===== src/saes_pkg.sv =====
// Shared types, constants and nibble functions for the 16-bit S-AES unit.
`timescale 1ns / 1ps
`default_nettype none

package saes_pkg;

   localparam int BLOCK_W  = 16;
   localparam int BYTE_W   = 8;
   localparam int NIBBLE_W = 4;

   localparam logic [BYTE_W-1:0] RCON1 = 8'h80;
   localparam logic [BYTE_W-1:0] RCON2 = 8'h30;

   localparam logic [NIBBLE_W-1:0] MIX_ENC_DIAG = 4'd1;
   localparam logic [NIBBLE_W-1:0] MIX_ENC_OFF  = 4'd4;
   localparam logic [NIBBLE_W-1:0] MIX_DEC_DIAG = 4'd9;
   localparam logic [NIBBLE_W-1:0] MIX_DEC_OFF  = 4'd2;

   localparam logic [NIBBLE_W-1:0] GF_POLY_LOW = 4'h3;

   localparam logic MODE_ENCRYPT = 1'b0;
   localparam logic MODE_DECRYPT = 1'b1;

   localparam logic [NIBBLE_W-1:0] SBOX_FWD [16] = '{
      4'd9, 4'd4, 4'd10, 4'd11, 4'd13, 4'd1, 4'd8, 4'd5,
      4'd6, 4'd2, 4'd0, 4'd3, 4'd12, 4'd14, 4'd15, 4'd7
   };
   localparam logic [NIBBLE_W-1:0] SBOX_INV [16] = '{
      4'd10, 4'd5, 4'd9, 4'd11, 4'd1, 4'd7, 4'd8, 4'd15,
      4'd6, 4'd0, 4'd2, 4'd3, 4'd12, 4'd4, 4'd13, 4'd14
   };

   typedef struct packed {
      logic [BLOCK_W-1:0] rk0;
      logic [BLOCK_W-1:0] rk1;
      logic [BLOCK_W-1:0] rk2;
   } round_keys_type;

   function automatic logic [NIBBLE_W-1:0] gf16_mul(input logic [NIBBLE_W-1:0] a,
                                                   input logic [NIBBLE_W-1:0] b);
      logic [NIBBLE_W-1:0] p;
      logic [NIBBLE_W-1:0] x;
      p = '0;
      x = a;
      for (int i = 0; i < NIBBLE_W; i++) begin
         if (b[i]) begin
            p = p ^ x;
         end
         x = {x[NIBBLE_W-2:0], 1'b0} ^ (x[NIBBLE_W-1] ? GF_POLY_LOW : 4'h0);
      end
      return p;
   endfunction

   function automatic logic [BLOCK_W-1:0] sub_nib16(input logic [BLOCK_W-1:0] v,
                                                   input logic inv);
      logic [BLOCK_W-1:0] r;
      r = '0;
      for (int i = 0; i < 4; i++) begin
         r[i*NIBBLE_W +: NIBBLE_W] = inv ? SBOX_INV[v[i*NIBBLE_W +: NIBBLE_W]]
                                         : SBOX_FWD[v[i*NIBBLE_W +: NIBBLE_W]];
      end
      return r;
   endfunction

   function automatic logic [BYTE_W-1:0] sub_nib8(input logic [BYTE_W-1:0] v);
      return {SBOX_FWD[v[7:4]], SBOX_FWD[v[3:0]]};
   endfunction

   function automatic logic [BYTE_W-1:0] rot_nib(input logic [BYTE_W-1:0] v);
      return {v[3:0], v[7:4]};
   endfunction

   function automatic logic [BLOCK_W-1:0] shift_rows(input logic [BLOCK_W-1:0] v);
      return {v[15:12], v[3:0], v[7:4], v[11:8]};
   endfunction

   function automatic logic [BLOCK_W-1:0] mix_cols(input logic [BLOCK_W-1:0] v,
                                                  input logic [NIBBLE_W-1:0] diag,
                                                  input logic [NIBBLE_W-1:0] off);
      logic [NIBBLE_W-1:0] m0;
      logic [NIBBLE_W-1:0] m1;
      logic [NIBBLE_W-1:0] m2;
      logic [NIBBLE_W-1:0] m3;
      m0 = gf16_mul(diag, v[15:12]) ^ gf16_mul(off, v[11:8]);
      m1 = gf16_mul(off, v[15:12]) ^ gf16_mul(diag, v[11:8]);
      m2 = gf16_mul(diag, v[7:4]) ^ gf16_mul(off, v[3:0]);
      m3 = gf16_mul(off, v[7:4]) ^ gf16_mul(diag, v[3:0]);
      return {m0, m1, m2, m3};
   endfunction

endpackage

`default_nettype wire


===== src/simplified_aes_block_cipher_unit.sv =====
// Top level of the 16-bit S-AES unit: key register, input and result registers.
//
//   channel   ports                                   direction  handshake
//   request   start, busy, req_mode, req_data_block   in         start & !busy
//   response  rsp_strobe, rsp_result_block           out        rsp_strobe, one cycle
//   csr       csr_write_enable, csr_write_data       in         csr_write_enable
//
// A word is taken every cycle; it passes the input register and then the result
// register, which drives the result strobe and the result block.
// The input register and the result register bound the cipher logic; key
// expansion runs from the key register in the same cycle as the rounds.
// Synchronous reset clears the key to zero and drops words in flight.
// busy stays low: the receiver cannot stall, so no word is ever held off.
`timescale 1ns / 1ps
`default_nettype none

module simplified_aes_block_cipher_unit (
   input  wire logic                          clock,
   input  wire logic                          reset,
   input  wire logic                          start,
   output logic                               busy,
   input  wire logic                          req_mode,
   input  wire logic [saes_pkg::BLOCK_W-1:0]  req_data_block,
   output logic                               rsp_strobe,
   output logic [saes_pkg::BLOCK_W-1:0]       rsp_result_block,
   input  wire logic                          csr_write_enable,
   input  wire logic [saes_pkg::BLOCK_W-1:0]  csr_write_data
);
   import saes_pkg::*;

   logic                 key_ff;
   logic [BLOCK_W-1:0]   cipher_key_ff;
   logic                 in_valid_ff;
   logic                 in_mode_ff;
   logic [BLOCK_W-1:0]   in_data_ff;
   logic                 rsp_valid_ff;
   logic [BLOCK_W-1:0]   rsp_data_ff;
   logic [BLOCK_W-1:0]   rsp_data_in;
   round_keys_type       round_keys;

   assign busy = 1'b0;

   always_ff @(posedge clock) begin
      if (reset) begin
         cipher_key_ff <= '0;
         key_ff        <= 1'b0;
         in_valid_ff   <= 1'b0;
         rsp_valid_ff  <= 1'b0;
      end else begin
         if (csr_write_enable) begin
            cipher_key_ff <= csr_write_data;
            key_ff        <= 1'b1;
         end
         in_valid_ff  <= start && !busy;
         rsp_valid_ff <= in_valid_ff;
      end
   end

   always_ff @(posedge clock) begin
      if (start && !busy) begin
         in_mode_ff <= req_mode;
         in_data_ff <= req_data_block;
      end
      if (in_valid_ff) begin
         rsp_data_ff <= rsp_data_in;
      end
   end

   saes_key_expand u_key_expand (
      .cipher_key (cipher_key_ff),
      .round_keys (round_keys)
   );

   saes_round_core u_round_core (
      .mode         (in_mode_ff),
      .data_block   (in_data_ff),
      .round_keys   (round_keys),
      .result_block (rsp_data_in)
   );

   assign rsp_strobe       = rsp_valid_ff;
   assign rsp_result_block = rsp_data_ff;

   a_start_loads : assert property (@(posedge clock) disable iff (reset)
      start |=> in_valid_ff)
      else $error("accepted word not captured in input register");

   a_valid_advances : assert property (@(posedge clock) disable iff (reset)
      in_valid_ff |=> rsp_strobe)
      else $error("captured word did not reach result register");

   a_no_phantom : assert property (@(posedge clock) disable iff (reset)
      !in_valid_ff |=> !rsp_strobe)
      else $error("result strobe without a captured word");

   a_key_written : assert property (@(posedge clock) disable iff (reset)
      csr_write_enable |=> (key_ff && cipher_key_ff == $past(csr_write_data)))
      else $error("key register did not take the written word");

endmodule

`default_nettype wire


===== src/saes_key_expand.sv =====
// Key expansion: one 16-bit cipher key into three round keys.
`timescale 1ns / 1ps
`default_nettype none

module saes_key_expand (
   input  wire logic [saes_pkg::BLOCK_W-1:0] cipher_key,
   output saes_pkg::round_keys_type          round_keys
);
   import saes_pkg::*;

   logic [BYTE_W-1:0] w0;
   logic [BYTE_W-1:0] w1;
   logic [BYTE_W-1:0] w2;
   logic [BYTE_W-1:0] w3;
   logic [BYTE_W-1:0] w4;
   logic [BYTE_W-1:0] w5;

   always_comb begin
      w0 = cipher_key[15:8];
      w1 = cipher_key[7:0];
      w2 = w0 ^ RCON1 ^ sub_nib8(rot_nib(w1));
      w3 = w2 ^ w1;
      w4 = w2 ^ RCON2 ^ sub_nib8(rot_nib(w3));
      w5 = w4 ^ w3;
      round_keys.rk0 = {w0, w1};
      round_keys.rk1 = {w2, w3};
      round_keys.rk2 = {w4, w5};
   end

endmodule

`default_nettype wire


===== src/saes_round_core.sv =====
// Encrypt or decrypt one block through both S-AES rounds.
`timescale 1ns / 1ps
`default_nettype none

module saes_round_core (
   input  wire logic                          mode,
   input  wire logic [saes_pkg::BLOCK_W-1:0]  data_block,
   input  wire saes_pkg::round_keys_type      round_keys,
   output logic [saes_pkg::BLOCK_W-1:0]       result_block
);
   import saes_pkg::*;

   logic [BLOCK_W-1:0] enc_a;
   logic [BLOCK_W-1:0] enc_b;
   logic [BLOCK_W-1:0] enc_out;
   logic [BLOCK_W-1:0] dec_a;
   logic [BLOCK_W-1:0] dec_b;
   logic [BLOCK_W-1:0] dec_out;

   always_comb begin
      enc_a   = data_block ^ round_keys.rk0;
      enc_b   = mix_cols(shift_rows(sub_nib16(enc_a, 1'b0)), MIX_ENC_DIAG, MIX_ENC_OFF)
                ^ round_keys.rk1;
      enc_out = shift_rows(sub_nib16(enc_b, 1'b0)) ^ round_keys.rk2;

      dec_a   = sub_nib16(shift_rows(data_block ^ round_keys.rk2), 1'b1) ^ round_keys.rk1;
      dec_b   = sub_nib16(shift_rows(mix_cols(dec_a, MIX_DEC_DIAG, MIX_DEC_OFF)), 1'b1);
      dec_out = dec_b ^ round_keys.rk0;

      result_block = (mode == MODE_DECRYPT) ? dec_out : enc_out;
   end

endmodule

`default_nettype wire


===== config.mk =====
export PLATFORM = sky130hd
export DESIGN_NAME = simplified_aes_block_cipher_unit
export DESIGN_NICKNAME = d
export VERILOG_FILES = /design/src/saes_pkg.sv /design/src/simplified_aes_block_cipher_unit.sv /design/src/saes_key_expand.sv /design/src/saes_round_core.sv
export SDC_FILE = /design/constraint.sdc
export NUM_CORES = 1
export LEC_CHECK = 0
export ABC_AREA = 1
export CORE_ASPECT_RATIO = 0.75
export CORE_MARGIN = 2
export CORE_UTILIZATION = 35
export DETAILED_ROUTE_END_ITERATION = 16
export DONT_BUFFER_PORTS = 1
export GPL_TIMING_DRIVEN = 0
export SYNTH_ARGS = -nofsm -noshare
export SYNTH_HDL_FRONTEND = slang
export SYNTH_SLANG_ARGS = --single-unit

===== constraint.sdc =====
create_clock -name clock -period 5 [get_ports clock]
set_clock_uncertainty 0.1 [all_clocks]
set_input_delay 0.75 -clock clock [delete_from_list [all_inputs] [get_ports clock]]
set_output_delay 0.75 -clock clock [all_outputs]
set_load 0.02 [all_outputs]

# == Yosys cells after proc, flatten, opt, wreduce, memory -nomap -nowiden ==
# Memory sizes are Yosys's and may differ from the RTL's.
# Cells that the tools add are included.
# W data, S select, Z words.
# op_classes
n_lt_le_gt_ge,20
n_mux,105
n_bitwise,88
# ops
cell,count
$mux W4,56
$ge A5 B5 Y1 const B,20
$not A4 Y5,20
$xor A16 B16 Y16,6
$mux W3,20
$mux W2,20
$xor A4 B4 Y4,8
$xor A8 B8 Y8,4
$not A2 Y2,13
$not A1 Y1 const A,24
$mux W16,1
$not A1 Y1,13
$mux W1,8
# totals
ff_bits,51
rom_bits,1280
in_bits,37
output_inout_bits,18
word_cells,239
mem_count,20
# mem_list
memory,words,width,read_ports,rd_ports_with_merged_regs,write_ports,line_no,rtl
(name not given),16,4,1,0,0,saes_pkg.sv:60,: SBOX_FWD[v[i*NIBBLE_W +: NIBBLE_W]];
(name not given),16,4,1,0,0,saes_pkg.sv:60,
(name not given),16,4,1,0,0,saes_pkg.sv:60,
(name not given),16,4,1,0,0,saes_pkg.sv:59,r[i*NIBBLE_W +: NIBBLE_W] = inv ? SBOX_INV[v[i*NIBBLE_W +: NIBBLE_W]]
(name not given),16,4,1,0,0,saes_pkg.sv:60,
(name not given),16,4,1,0,0,saes_pkg.sv:60,
+14 memories,-,-,-,-,-,-,

# == Logic depth before layout (Yosys ltp) ==
# logic_depth
word_depth,30
mapped_depth,39
ltp_nobuf,38

# == Cells and area by module ==
# A second synthesis with hierarchy kept.
# hier_totals
cells_unflattened,1567
hier_area_um2,9417.8
# modules_own_cells
module,n_inst,cells_per_inst,area_each_um2,seq_area_each_um2
saes_round_core,1,1136,6037.0,0.0
simplified_aes_block_cipher_unit,1,142,1725.4,1351.3
saes_key_expand,1,289,1655.3,0.0

# == Worst setup path after synthesis ==
# OpenSTA, ideal clock, no wires.
# synth_path
path_kind,flip-flop to flip-flop
from,register cipher_key_ff[4]
to,"register rsp_data_ff[1], in the netlist rsp_result_block[1], data pin"
setup_time_ps,256
arrival_ps,3990
t_required_ps,4644
setup_slack_ps,654
path_stages_with_launch,37
n_path_buf,0
synth_period_minus_slack_ps,4346
cell_sequence,dfxtp_1 > inv_1 > ha_1 > inv_1 > nand2_1 > nand3_1 > nand2_1 > nand2_1 > nand3_1 > nand2_2 > ha_1 > nand2_1 > nand3_1 > nand2_2 > nand2_1 > nand3_2 > nand2_2 > inv_2 > ha_1 > inv_1 > nand2_1 > nand3_2 > nand2_1 > nand2_1 > nand2_1 > nand2_1 > nand2_2 > nand2_2 > nand2_2 > inv_1 > ha_1 > nand3_1 > nand2_1 > inv_1 > nand3_1 > nand3_1 > nand2_1
# synth_between
elab_chain_len,29
elab_cells_between_ends,49
cone_classes,mux: 23; bitwise: 19; memory: 7
# synth_rtl
element,line_no,rtl
from (decl),simplified_aes_block_cipher_unit.sv:32,logic [BLOCK_W-1:0] cipher_key_ff;
from (signal assigned),simplified_aes_block_cipher_unit.sv:51,cipher_key_ff <= csr_write_data;
$not A4 Y5 (not written as such),saes_pkg.sv:66,"return {SBOX_FWD[v[7:4]], SBOX_FWD[v[3:0]]};"
$mem_v2 Z16 W4,-,
$mux W4 (not written as such) (2 in series),saes_pkg.sv:66,
$xor A8 B8 Y8,saes_key_expand.sv:21,w2 = w0 ^ RCON1 ^ sub_nib8(rot_nib(w1));
$xor A8 B8 Y8,saes_key_expand.sv:22,w3 = w2 ^ w1;
$not A4 Y5 (not written as such),saes_pkg.sv:66,
$mem_v2 Z16 W4,-,
$mux W4 (not written as such) (2 in series),saes_pkg.sv:66,
[... 11 more ...],-,
$mux W2,saes_pkg.sv:46,if (b[i]) begin
$xor A4 B4 Y4,saes_pkg.sv:85,"m1 = gf16_mul(off, v[15:12]) ^ gf16_mul(diag, v[11:8]);"
$not A4 Y5 (not written as such),saes_pkg.sv:59,
$mem_v2 Z16 W4,-,
$mux W4 (not written as such) (2 in series),saes_pkg.sv:59,
$xor A16 B16 Y16,saes_round_core.sv:28,dec_out = dec_b ^ round_keys.rk0;
$mux W16 (*),saes_round_core.sv:30,result_block = (mode == MODE_DECRYPT) ? dec_out : enc_out;
net rsp_data_in[1],simplified_aes_block_cipher_unit.sv:38,logic [BLOCK_W-1:0] rsp_data_in;
to (signal assigned),simplified_aes_block_cipher_unit.sv:65,rsp_data_ff <= rsp_data_in;
to (decl),simplified_aes_block_cipher_unit.sv:37,logic [BLOCK_W-1:0] rsp_data_ff;
# The timed path passes the listed nets; every way through them passes the cells marked *. The select of a mux whose other input is x is not followed.
# A chain may end at the register's enable or synchronous reset.

# == Worst setup path after layout ==
# layout_path
from,register cipher_key_ff[1]
to,"register rsp_data_ff[0], in the netlist rsp_result_block[0], data pin"
# layout_between
elab_chain_len,30
elab_cells_between_ends,60
cone_classes,mux: 29; bitwise: 23; memory: 8
# layout_rtl
element,line_no
$not A4 Y5 (not written as such),saes_pkg.sv:66
$mem_v2 Z16 W4,-
$mux W4 (not written as such) (2 in series),saes_pkg.sv:66
$xor A8 B8 Y8,saes_key_expand.sv:21
$xor A8 B8 Y8,saes_key_expand.sv:22
$not A4 Y5 (not written as such),saes_pkg.sv:66
$mem_v2 Z16 W4,-
$mux W4 (not written as such) (2 in series),saes_pkg.sv:66
[... 12 more ...],-
$mux W3,saes_pkg.sv:46
$xor A4 B4 Y4,saes_pkg.sv:85
$not A4 Y5 (not written as such),saes_pkg.sv:59
$mem_v2 Z16 W4,-
$mux W4 (not written as such) (2 in series),saes_pkg.sv:59
$xor A16 B16 Y16,saes_round_core.sv:28
$mux W16 (*),saes_round_core.sv:30
net rsp_data_in[0],simplified_aes_block_cipher_unit.sv:38
# Marked as above.

==> results.py <==
metrics = {
    "sta": {
        "final_hold_violation_count": 0,
        "final-max-slew-violation-count": 0,
        "tightestPinTransition_ns": 0.767,
        "setup_viol": 0,
        "timing.slew.headroom_pct": 48.8,
        "fmax_mhz": 210,
        "post-route-min-period_ns": 4.77,
        "final.setup.worst_slack_ns": 0.234,
        "min_period_over_period_pct": 95.3,
    },
    "run_status": {
        "run_status": "complete, no violations",
    },
    "route": {
        "wire_per_inst_um": 16.7,
        "post-route-drc-count": 0,
        "route.vias.total": 8897,
        "routed_wirelength_um": 27700,
        "drc_marker_count_from_the_first_detailed_route_iteration": 966,
        "vias_per_cell": 5.36,
        "route.antenna.remaining_nets": 0,
        "detailedRoute.firstPassIterationCount": 5,
    },
    "synthesis": {
        "synthesis.instances": 1298,
        "synth_top_cells_by_area": "sky130_fd_sc_hd__nand2_1 17%, sky130_fd_sc_hd__ha_1 17%, sky130_fd_sc_hd__nand3_1 14%",
        "synth_top_cell_by_area": "sky130_fd_sc_hd__nand2_1",
        "synth.cell_area_um2": 8440,
        "ys_types": 43,
        "yosys_warnings": 0,
        "average_instance_area_after_synthesis_um2": 6.50,
        "area_share_of_the_largest_cell_type_after_synthesis_pct": 17.3,
        "synth.net_count": 1450,
        "seq_total_area_yosys_pct": 16.0,
        "ffs_latches_synth": 51,
    },
    "setup_path": {
        "crit_path_end_kind": "flip-flop",
        "worst_setup_path_startpoint": "cipher_key_ff[1]",
        "crit_path_max_fanout": 6,
        "worst-endpoint-arrival_ns": 4.72,
        "critical_path_required_ns": 4.95,
        "crit_path_top_delay_cell": "sky130_fd_sc_hd__dfxtp_4",
        "r2r_start": "cipher_key_ff[1]",
        "critical-path-top-cell-by-count": "sky130_fd_sc_hd__nand2_1",
        "startpoint_type": "flip-flop",
        "cpPeakStageDelay_ns": 0.40,
        "worstSetupPathType": "flip-flop to flip-flop",
    },
    "finish": {
        "insertedDiodeCount": 0,
        "fillerInstances": 2495,
        "final-instance-count-excl-fill": 1659,
        "final_layout_net_count": 1504,
        "ratio_of_cells_with_drive_above_1_in_the_final_layout_pct": 18.0,
        "layout-area-overhead-vs-synth_pct": 14.6,
        "final_core_util_pct": 40.6,
    },
    "worst_hold_path": {
        "worst_min_delay_path_category": "primary input to flip-flop",
        "min_from": "req_data_block[14]",
    },
    "cts": {
        "buffer_type_at_the_clock_tree_root": "sky130_fd_sc_hd__clkbuf_16",
        "cts_buffer_count": 5,
        "sinks_on_clock_net": 51,
        "cts.path.max_buffers": 2,
        "cts.clk_slew.worst_paths_ns": 0.09,
        "ctsHoldBuffers": 0,
        "tritoncts": "built",
        "clk_latency_ns": 0.32,
        "clock_tree.htree_level_count": 2,
    },
    "job": {
        "cap_violations": 0,
    },
    "global_routing": {
        "groute.layer.met2.usage_pct": 27.4,
        "grt.busiest_layer": "met1",
        "grt_pass1_wl_um": 41800,
        "globalRoute.totalOverflow": 0,
        "globalRouteTotalUtil_pct": 21.3,
        "grt_pass1_vias": 7493,
        "use_met1_pct": 34.8,
        "largest_net_degree_at_the_start_of_global_routing": 19,
        "grt_util_met3_pct": 6.01,
        "initial_antenna_violation_count": 0,
    },
    "die": {
        "io-pin-count": 55,
        "initial_cell_density_of_the_core_pct": 35.4,
        "die_h_um": 138,
        "placeableCoreArea_um2": 23800,
        "design.die.area_um2": 25400,
        "die_w_um": 183,
        "core.rowCount": 49,
    },
    "placement": {
        "dp.final_hpwl_um": 22400,
        "place_ws_ns": -0.526,
        "place_inst": 1604,
        "place.port_buffers": 0,
        "place.gp.congestion": 0.946,
    },
    "power_and_ir_drop": {
        "total_power_mw": 5.90,
        "power.density_nw_per_um2": 610,
        "static_leakage_power_nw": 4.85,
        "vdd.ir_drop.worst_uv": 193,
    },
}
## what timing repair did
| action | 4_1_cts | 5_1_grt |
|---|---|---|
| setup buffers | 10 | 37 |
| pin swaps | 0 | 27 |
| endpoints found under the hold margin | 0 | 0 |
| gates resized for setup | 19 | 65 |
| setup endpoints to repair | 16 | 16 |
## routing by layer
metal  part of all wire [%]  vias up
met1                     49     4064
met3                     12       25
met2                     38      401
li1                       -     4407
met4                   0.67        0
met5                      0        -
## power breakdown
part	internal, mW	switching [mW]	total [mW]
clock	0.271	0.182	0.453
sequential	0.562	0.101	0.663
combinational	1.60	3.19	4.79
total	2.43	3.47	5.90
## synth_stat cells (all sizes together)
cell and instances:
or2 11, nand3 251, dfxtp 18, o22ai 4, o311ai 3, nor2 43, xor2 36, nand4 21
nand3b 12, inv 144, o221ai 1, o21ai 44, a21oi 26, o32ai 4, o31ai 7, a31oi 3
o211ai 8, o21bai 2, xnor2 16, a211oi 16, edfxtp 33, clkbuf 6, conb 1, nand2 462
ha 115, buf 11
## path summary, 6_finish.rpt
kind / endpoint / slack, ns / cells past startpoint
hold / removal: in_data_ff[14] / 0.42 / 0
hold reg to reg: cipher_key_ff[5] / 0.55 / 2
setup / recovery: rsp_result_block[0] / 0.23 / 32
setup reg to reg: rsp_result_block[0] / 0.23 / 32
## cell type report
cell class                 count  area (µm²)  area share, %
tap                          306         383           3.96
timing repair buffer          47         353           3.65
multi-input combinational   1086        6690           69.2
buffer                        17         128           1.32
inverter                     144         559           5.78
clock buffer                   6         150           1.55
sequential                    51        1370           14.1
clock inverter                 2        41.3          0.427
## worst max-delay path, delay by kind of cell (launching register included)
kind / cells / cell delay, ns
AND/OR/NAND/NOR: 22 / 2.51
buffers and inverters: 6 / 0.68
flip-flops: 1 / 0.40
adder cells (fa/ha/maj): 3 / 0.67
AO/OA/AOI/OAI: 1 / 0.12
## cell usage in the layout, fill, tap and decap left out, types with 3 or more instances in the layout
master                         n
sky130_fd_sc_hd__a211oi_1     16
sky130_fd_sc_hd__a21oi_1      26
sky130_fd_sc_hd__a31oi_1       3
sky130_fd_sc_hd__buf_4        51
sky130_fd_sc_hd__buf_6         4
sky130_fd_sc_hd__clkbuf_1      6
sky130_fd_sc_hd__clkbuf_16     6
sky130_fd_sc_hd__clkinvlp_4    3
sky130_fd_sc_hd__dfxtp_1      14
sky130_fd_sc_hd__dfxtp_4       4
sky130_fd_sc_hd__edfxtp_1     33
sky130_fd_sc_hd__ha_1        112
sky130_fd_sc_hd__inv_1       119
sky130_fd_sc_hd__inv_2        19
sky130_fd_sc_hd__inv_4         3
sky130_fd_sc_hd__nand2_1     363
sky130_fd_sc_hd__nand2_2      72
sky130_fd_sc_hd__nand2_4      27
sky130_fd_sc_hd__nand3_1     217
sky130_fd_sc_hd__nand3_2      32
sky130_fd_sc_hd__nand3b_1     12
sky130_fd_sc_hd__nand4_1      20
sky130_fd_sc_hd__nor2_1       40
sky130_fd_sc_hd__o211ai_1      8
sky130_fd_sc_hd__o21ai_0      34
sky130_fd_sc_hd__o21ai_1       9
sky130_fd_sc_hd__o22ai_1       4
sky130_fd_sc_hd__o311ai_0      3
sky130_fd_sc_hd__o31ai_1       7
sky130_fd_sc_hd__o32ai_1       4
sky130_fd_sc_hd__or2_1         4
sky130_fd_sc_hd__or2_2         5
sky130_fd_sc_hd__xnor2_1      15
sky130_fd_sc_hd__xor2_1       35
## cell families after synthesis
family,synth area share [%]
other,0.0444
xor gates and xnor gates,5.57
buffers and inverters,7.77
AOI/OAI and AO/OA,8.48
adders and majority gates,17.0
and+or+nand+nor,45.1
DFF,16.0
## stage by stage
step	instance area, µm²	hold WS (ns)	setup TNS [ns]
floorplan	8440	0.435	0
global placement	8820	0.558	-4.75
detailed placement	8820	0.567	-5.78
CTS	9140	0.416	0
global route	9670	0.410	-0.0343
finish	9670	0.415	0
## sequential cells by signal (all words and copies together), names as in the netlist
name / flops
rsp_strobe: 1
in_data_ff: 16
in_valid_ff: 1
cipher_key_ff: 16
in_mode_ff: 1
rsp_result_block: 16
Power figures use the tool's default switching activity.
